--- config.mk ---
export PLATFORM = sky130hd
export DESIGN_NAME = wdm_ctrl
export DESIGN_NICKNAME = d
export VERILOG_FILES = /design/src/hw/rtl/wdm_pkg.sv /design/src/hw/rtl/wdm_ctrl.sv
export VERILOG_INCLUDE_DIRS = /design/src /design/src/hw/rtl
export SDC_FILE = /design/constraint.sdc
export NUM_CORES = 1
export LEC_CHECK = 0
export ABC_AREA = 1
export BUFFER_PORTS_ARGS = -buffer_cell sky130_fd_sc_hd__buf_2
export CORE_AREA = 2 2 39 41
export DETAILED_ROUTE_END_ITERATION = 10
export DIE_AREA = 0 0 41 43
export PLACE_DENSITY = 0.57
export SLEW_MARGIN = 20
export SYNTH_ARGS = -nofsm -noshare
export SYNTH_HDL_FRONTEND = slang
export SYNTH_SLANG_ARGS = --single-unit
--- constraint.sdc ---
create_clock -name clk -period 1 [get_ports clk]
set_input_delay 0.1 -clock clk [delete_from_list [all_inputs] [get_ports clk]]
set_output_delay 0.1 -clock clk [all_outputs]
set_load 0.005 [all_outputs]
--- src/hw/rtl/weighted_density_map_5x5_defines.svh ---
// Assertion helpers shared by the RTL files.
// Both macros sample on the rising edge of clk and are disabled while rst_n is low.
// Define ASSERT_OFF to compile them away.
`ifndef WEIGHTED_DENSITY_MAP_5X5_DEFINES_SVH
`define WEIGHTED_DENSITY_MAP_5X5_DEFINES_SVH

`ifndef ASSERT_OFF
// Check that a property holds at every sampled edge.
`define WDM_ASSERT(lbl, prop, msg) \
  lbl: assert property (@(posedge clk) disable iff (!rst_n) (prop)) else $error(msg);
// Check that the consequent holds in the same cycle as the antecedent.
`define WDM_ASSERT_IMP(lbl, ante, cons, msg) \
  lbl: assert property (@(posedge clk) disable iff (!rst_n) (ante) |-> (cons)) else $error(msg);
`else
`define WDM_ASSERT(lbl, prop, msg)
`define WDM_ASSERT_IMP(lbl, ante, cons, msg)
`endif

`endif

--- src/hw/rtl/wdm_pkg.sv ---
`default_nettype none

package wdm_pkg;

  // Operation carried by an input transaction
  typedef enum logic {
    CMD_WRITE = 1'b0,
    CMD_READ  = 1'b1
  } cmd_t;

  // Configuration register indexes
  localparam int CFG_IDX_W = 8;
  localparam logic [CFG_IDX_W-1:0] REG_GRID_HEIGHT = 8'd0;
  localparam logic [CFG_IDX_W-1:0] REG_GRID_WIDTH  = 8'd1;

  // Grid size registers
  localparam int SIZE_W = 9;
  localparam logic [SIZE_W-1:0] SIZE_RESET = 9'd256;
  localparam logic [SIZE_W-1:0] SIZE_MIN   = 9'd3;

  // Window geometry and weights
  localparam int WIN_IDX_W = 3;
  localparam logic [WIN_IDX_W-1:0] WIN_LAST = 3'd4;
  localparam int WEIGHT_W = 4;
  localparam int ACC_W = 7;
  localparam logic [WEIGHT_W-1:0] WEIGHT_TAB [0:4][0:4] = '{
    '{4'd1, 4'd2, 4'd4, 4'd2, 4'd1},
    '{4'd2, 4'd6, 4'd8, 4'd6, 4'd2},
    '{4'd4, 4'd8, 4'd0, 4'd8, 4'd4},
    '{4'd2, 4'd6, 4'd8, 4'd6, 4'd2},
    '{4'd1, 4'd2, 4'd4, 4'd2, 4'd1}
  };

  // Result codes
  localparam int DENSITY_W = 8;
  localparam logic signed [DENSITY_W-1:0] DENSITY_NONE = -8'sd1;
  localparam logic signed [DENSITY_W-1:0] DENSITY_MAX  = 8'sd92;

  // Channel payloads
  typedef struct packed {
    cmd_t       cmd;
    logic [7:0] row;
    logic [7:0] col;
    logic       cell_value;
  } in_item_t;

  typedef struct packed {
    logic signed [DENSITY_W-1:0] density;
  } out_item_t;

  typedef struct packed {
    logic [CFG_IDX_W-1:0] reg_index;
    logic [SIZE_W-1:0]    wdata;
  } cfg_item_t;

  // Controller to datapath commands
  typedef struct packed {
    logic latch;
    logic mem_wr;
    logic mark_neg;
    logic scan_start;
    logic scan_step;
    logic load_out;
  } dp_cmd_t;

  // Datapath to controller status
  typedef struct packed {
    logic is_read;
    logic skip;
    logic centre_occ;
    logic scan_last;
    logic out_free;
  } dp_status_t;

  // Window weight at offset (k, l); zero outside the window
  function automatic logic [WEIGHT_W-1:0] win_weight(input logic [WIN_IDX_W-1:0] k,
                                                     input logic [WIN_IDX_W-1:0] l);
    logic [WEIGHT_W-1:0] w;
    w = '0;
    if (k <= WIN_LAST && l <= WIN_LAST) begin
      w = WEIGHT_TAB[k][l];
    end
    return w;
  endfunction

endpackage

`default_nettype wire

--- src/hw/rtl/wdm_ctrl.sv ---
`default_nettype none
`include "weighted_density_map_5x5_defines.svh"

module wdm_ctrl (
  input  logic              clk,
  input  logic              rst_n,
  input  logic              in_valid,
  output logic              in_ready,
  input  wdm_pkg::dp_status_t status,
  output wdm_pkg::dp_cmd_t    cmd
);
  import wdm_pkg::*;

  typedef enum logic [2:0] {
    S_IDLE,
    S_CENTRE,
    S_CHECK,
    S_SCAN,
    S_DRAIN,
    S_EMIT
  } state_t;

  state_t state_r, state_nxt;
  logic   in_ready_r, in_ready_nxt;

  // Decode commands and next state
  always_comb begin
    cmd          = '0;
    state_nxt    = state_r;
    in_ready_nxt = in_ready_r;
    unique case (state_r)
      S_IDLE: begin
        if (in_valid && in_ready_r) begin
          cmd.latch    = 1'b1;
          in_ready_nxt = 1'b0;
          state_nxt    = S_CENTRE;
        end
      end
      S_CENTRE: begin
        // a write completes here; a read fetches its centre cell
        if (!status.is_read) begin
          cmd.mem_wr   = 1'b1;
          in_ready_nxt = 1'b1;
          state_nxt    = S_IDLE;
        end else begin
          state_nxt = S_CHECK;
        end
      end
      S_CHECK: begin
        if (status.skip || status.centre_occ) begin
          cmd.mark_neg = 1'b1;
          state_nxt    = S_EMIT;
        end else begin
          cmd.scan_start = 1'b1;
          state_nxt      = S_SCAN;
        end
      end
      S_SCAN: begin
        cmd.scan_step = 1'b1;
        if (status.scan_last) begin
          state_nxt = S_DRAIN;
        end
      end
      S_DRAIN: begin
        // last window bit is accumulated in this cycle
        state_nxt = S_EMIT;
      end
      S_EMIT: begin
        if (status.out_free) begin
          cmd.load_out = 1'b1;
          in_ready_nxt = 1'b1;
          state_nxt    = S_IDLE;
        end
      end
      default: begin
        state_nxt    = S_IDLE;
        in_ready_nxt = 1'b1;
      end
    endcase
  end

  // Hold state and ready
  always_ff @(posedge clk) begin
    if (!rst_n) begin
      state_r    <= S_IDLE;
      in_ready_r <= 1'b1;
    end else begin
      state_r    <= state_nxt;
      in_ready_r <= in_ready_nxt;
    end
  end

  assign in_ready = in_ready_r;

  `WDM_ASSERT(a_cmd_exclusive, $onehot0({cmd.latch, cmd.mem_wr, cmd.mark_neg, cmd.scan_start, cmd.scan_step, cmd.load_out}), "wdm_ctrl: more than one datapath command in a cycle")

endmodule

`default_nettype wire

==> results of run 1 <==
==> worst reg2reg max path: stages (launching register included) <==
cell and delay, ns:
dfxtp_4 0.36, inv_4 0.05, nand2_4 0.06, buf_4 0.13
nand2_1 0.07, nor2_2 0.10, nand2_1 0.06, nand2_1 0.05
nand3_1 0.06
==> what timing repair did <==
action | CTS | global route
setup endpoints to repair | 9 | 10
buffers inserted | 2 | 0
pin swaps | 4 | 3
gates cloned | 0 | 0
resized for setup | 12 | 13
==> layer usage <==
metal  vias up  GRT usage [%]  part of all wire [%]
li1        205              -                     -
met1       164           8.04                    40
met3         2           1.57                   5.4
met4         0           12.0                   1.1
met2         8           17.5                    53
met5         -              0                     0
==> state kept, by name (all words and copies together), names as in the netlist <==
name	flops
state_r	3
in_ready	1
==> final cells by class <==
cell class / count / area share, %
clock buffers: 3 / 4.14
flip-flops and latches: 4 / 16.8
multi-input cells: 38 / 46.9
well taps: 16 / 3.68
inverters: 10 / 7.36
repair buffers: 19 / 21.1
==> cells by family after synthesis <==
family          share of synthesized area, %
flops                                   25.2
simple gates                            56.3
buf+inv                                 11.8
compound gates                          6.69
==> cells in the final DEF, fill, tap and decap left out, drive strengths merged <==
| cell type | count |
|---|---|
| nand2 | 12 |
| buf | 19 |
| nor2 | 15 |
| nor3 | 2 |
| nand3 | 5 |
| clkbuf | 3 |
| a31oi | 1 |
| o21ai | 2 |
| inv | 10 |
| a21oi | 1 |
| dfxtp | 4 |
==> power breakdown <==
| group | internal (mW) | switching (mW) | leakage (nW) | total [mW] |
|---|---|---|---|---|
| registers | 0.240 | 0.0902 | 0.0351 | 0.330 |
| clock network | 0.135 | 0.0735 | 0.0138 | 0.208 |
| logic | 0.379 | 0.439 | 0.242 | 0.818 |
==> cell usage after synthesis <==
library cell / instances / share of area (%)
nor2_2: 5 / 9.8
nor3_1: 2 / 3.1
a31oi_1: 1 / 2.0
nor2_1: 7 / 8.3
a21oi_1: 1 / 1.6
nand2_1: 9 / 11
inv_1: 9 / 11
inv_2: 1 / 1.2
dfxtp_1: 4 / 25
o21ai_0: 2 / 3.1
nor2_4: 3 / 11
nand3_1: 5 / 7.9
nand2_2: 3 / 5.9
==> metrics by stage <==
step	hold slack, ns	cell area [um^2]	utilization [%]	cells
6_report	0.0969	544	39.3	90
5_1_grt	0.0944	544	39.3	90
4_1_cts	0.0842	502	36.3	90
3_5_place_dp	0.334	430	31.1	85
3_3_place_gp	0.334	430	31.1	85
2_1_floorplan	0.185	318	-	52
==> how the worst max path moves through the flow <==
stage | endpoint | slack (ns) | cells past startpoint
global route | cmd[2] | -0.26 | 6
global placement | in_ready | -0.06 | 7
floorplan | in_ready | 0.02 | 7
CTS | cmd[0] | -0.21 | 5
detailed placement | cmd[2] | -0.07 | 6
finish | cmd[5] | -0.20 | 6
==> results.json, run 1 <==
{
  "path_max_fanout": 4,
  "hold_start": "rst_n",
  "totalWireLength_um": 783,
  "multiInputGateArea_um2": 255,
  "p_per_area_nw_per_um2": 2490,
  "layout-drive-gt1-share_pct": 63.5,
  "areaGrowthSynthToFinish_pct": 71.3,
  "rsz0062_at_grt": "true",
  "row_count": 14,
  "maxCapViolCount": 0,
  "hpwl_um": 579,
  "grt_max_degree": 7,
  "antenna_cells": 0,
  "io_pins": 15,
  "violations": "setup timing",
  "slowest_stage": "dfxtp_4",
  "max_freq_ghz": 0.835,
  "cpMostUsedCell": "buf_6",
  "cts_sinks": 4,
  "yosysSeqAreaShare_pct": 25.2,
  "reg2reg_from": "state_r[2]",
  "grt_pass1_wl_um": 1140,
  "cp_data_arrival_time_ns": 1.10,
  "avgSynthCellArea_um2": 6.11,
  "grt_pass1_vias": 336,
  "slew_headroom_pct": 86.9,
  "rr_worst_depth": 8,
  "cp_top_family": "buffers and inverters",
  "path_cells": "inv_4 > buf_6 > nand2_4 > buf_6 > nor2_2 > buf_2",
  "cp.required_ns": 0.90,
  "antenna_found_initial": 0,
  "endpoint_kind": "output port",
  "ys_types": 13,
  "ys_ff_latch": 4,
  "setup_tns_ns": -1.10,
  "period_share_pct": 120,
  "vias": 379,
  "syn_inst": 52,
  "core_area_um2": 1380,
  "layout.nets": 84,
  "cts_tree": "yes",
  "ir_worst_vdd_mv": 0.770,
  "cts_buffers": 3,
  "run_status": "complete, but fails checks",
  "drt_iter0_markers": 5,
  "rr_endpoint": "in_ready",
  "drv_slew": 0,
  "avgViaCountPerCell": 4.21,
  "drt-wirelength-per-cell_um": 8.70,
  "setup_viol": 9,
  "port_buffers": 14,
  "total_power_mw": 1.36,
  "final_hold_viol_count": 0,
  "r2r_setup_slack_ns": -0.05,
  "worstHoldEndpoint": "in_ready",
  "die-area_um2": 1760,
  "htree_num_levels": 1,
  "clkTransAtPathRegs_ns": 0.04,
  "regArea_um2": 91.3,
  "gp_routability_congestion": 0.745,
  "track_usage_pct": 10.2,
  "critPathMaxStageDelay_ns": 0.35,
  "cts_buffer_depth": 2,
  "drc": 0,
  "fin_crit_ns": 1.20,
  "hold_buffers": 0,
  "cts_root_buffer": "clkbuf_4",
  "syn_area_um2": 318,
  "cp_num_buf_inv": 4,
  "leakagePower_nw": 0.291,
  "initial_core_util_pct": 23.0,
  "tightest_slew_ns": 0.196,
  "yosys_warnings": 0,
  "whs_path_depth": 2,
  "n_fill_cell": 155,
  "die_w_um": 41,
  "first_pass_iters": 4,
  "synth_fp_nets": 60,
  "min_path_type": "input port to flop",
  "crit_start": "state_r[2]",
  "drtAntennaViolNets": 0,
  "gr-total-overflow": 0,
  "finClkSkew_ns": 0.000772,
  "crit_path_start_kind": "flop",
  "critPathKind": "flop to output port",
  "fin_ws_ns": -0.197,
  "dieHeight_um": 43,
  "dp_slack_ns": -0.0694,
  "clock_latency_ns": 0.24
}
Note: power is estimated with default switching activity, not from simulation.
==> run 2: changes to the inputs <==
--- a/config.mk
+++ b/config.mk
@@ -7,7 +7,7 @@
 export NUM_CORES = 1
 export LEC_CHECK = 0
 export ABC_AREA = 1
-export BUFFER_PORTS_ARGS = -buffer_cell sky130_fd_sc_hd__buf_2
+export BUFFER_PORTS_ARGS = -buffer_cell sky130_fd_sc_hd__buf_4
 export CORE_AREA = 2 2 39 41
 export DETAILED_ROUTE_END_ITERATION = 10
 export DIE_AREA = 0 0 41 43
==> run 2 against run 1 <==
Net effect:
- the run still ends with setup timing left
- critical endpoint is now cmd[2]
- sequential share of layout area decreased by 3.4 points
- first-iteration DRC count decreased by 100%
- maximum frequency rose by 0.37%
- sequential cell count is the same
- power increased by 28%
- wire length increased by 20%
- worst setup slack gained 0.0045 ns
- die area unchanged
- clock-buffer cell count stayed put
- global-route usage rose by 1.6 points
- clock skew up 0.0020 ns
==> results.json, run 2 (synthesis gave the netlist of run 1 again) <==
{
  "run_status": "complete, but fails checks",
  "violations": "setup timing",
  "drtAntennaViolNets": 0,
  "drt-wirelength-per-cell_um": 9.97,
  "slowest_stage": "dfxtp_4",
  "cp_top_family": "flip-flops",
  "gp_routability_congestion": 0.685,
  "multiInputGateArea_um2": 290,
  "port_buffers": 14,
  "cp_num_buf_inv": 3,
  "slew_headroom_pct": 82.7,
  "clock_latency_ns": 0.23,
  "antenna_found_initial": 0,
  "htree_num_levels": 1,
  "dieHeight_um": 43,
  "setup_tns_ns": -1.32,
  "hpwl_um": 595,
  "layout-drive-gt1-share_pct": 76.9,
  "tightest_slew_ns": 0.257,
  "path_cells": "buf_12 > nor2_4 > inv_2 > nor3_2 > buf_4",
  "vias": 412,
  "largest_register_ffs": 3,
  "first_pass_iters": 1,
  "cts_root_buffer": "clkbuf_4",
  "cts_tree": "yes",
  "track_usage_pct": 11.9,
  "cp.required_ns": 0.90,
  "grt_pass1_wl_um": 1400,
  "max_freq_ghz": 0.838,
  "setup_viol": 10,
  "fin_ws_ns": -0.193,
  "rsz0062_at_grt": "true",
  "row_count": 14,
  "dp_slack_ns": -0.0813,
  "fin_crit_ns": 1.19,
  "final_hold_viol_count": 0,
  "regArea_um2": 91.3,
  "totalWireLength_um": 937,
  "cts_buffers": 3,
  "crit_path_start_kind": "flop",
  "hold_buffers": 0,
  "utilization_pct": 49.3,
  "mostFrequentLayoutCell": "buf_4",
  "grt_pass1_vias": 383,
  "cts_sinks": 4,
  "maxCapViolCount": 0,
  "leakagePower_nw": 0.332,
  "drv_slew": 0,
  "layout.nets": 88,
  "die_w_um": 41,
  "clkTransAtPathRegs_ns": 0.03,
  "initial_core_util_pct": 23.0,
  "cts_buffer_depth": 2,
  "cp_data_arrival_time_ns": 1.09,
  "io_pins": 15,
  "final_cell_mix": "buf_4, nor2_4, buf_6",
  "endpoint_kind": "output port",
  "drc": 0,
  "critPathMaxStageDelay_ns": 0.37,
  "path_max_fanout": 5,
  "period_share_pct": 119,
  "avgViaCountPerCell": 4.38,
  "die-area_um2": 1760,
  "grt_max_degree": 7,
  "critPathKind": "flop to output port",
  "finClkSkew_ns": 0.00276,
  "top_register": "state_r",
  "n_fill_cell": 143,
  "drt_iter0_markers": 0,
  "areaGrowthSynthToFinish_pct": 115,
  "gr-total-overflow": 0,
  "ir_worst_vdd_mv": 1.39,
  "p_per_area_nw_per_um2": 2550,
  "min_path_type": "input port to flop",
  "antenna_cells": 0,
  "core_area_um2": 1380
}
[run 2: cell type report]
| cell class | count | area share (%) |
|---|---|---|
| Multi-Input combinational cell | 38 | 42.6 |
| Sequential cell | 4 | 13.4 |
| Clock buffer | 3 | 3.30 |
| Inverter | 10 | 6.24 |
| Tap cell | 16 | 2.94 |
| Timing Repair Buffer | 23 | 31.6 |
[run 2: worst paths after layout]
path                   end  startpoint  depth (start not counted)  slack [ns]
setup / recovery    cmd[2]  state_r[0]                          5       -0.19
hold / removal    in_ready       rst_n                          2        0.10
setup reg to reg  in_ready  state_r[0]                          8       -0.12
hold reg to reg   in_ready    in_ready                          2        0.48
[run 2: timing repair]
action / CTS / global route
resized for setup: 20 / 22
pin swaps: 7 / 12
cloned: 0 / 0
setup endpoints to repair: 10 / 10
buffers inserted: 4 / 2
[run 2: through the flow]
step / power [mW] / hold slack [ns] / instances / area (um^2)
CTS: 1.40 / 0.0856 / 92 / 574
detailed placement: 0.977 / 0.319 / 85 / 465
global route: 1.89 / 0.0996 / 94 / 682
floorplan: 0.724 / 0.185 / 52 / 318
finish: 1.74 / 0.100 / 94 / 682
global placement: 0.970 / 0.325 / 85 / 465
[run 2: routing by layer]
metal | share of wire (%) | GRT usage (%)
met5 | 0 | 0
met4 | 0 | 6.00
met3 | 3.6 | 3.14
met2 | 57 | 20.3
met1 | 39 | 12.3
[run 2: where the power goes]
group | leakage [nW] | internal [mW] | total, mW | switching, mW
clock | 0.0138 | 0.134 | 0.193 | 0.0590
combinational | 0.283 | 0.633 | 1.21 | 0.575
sequential | 0.0351 | 0.241 | 0.339 | 0.0980
total | 0.332 | 1.01 | 1.74 | 0.732
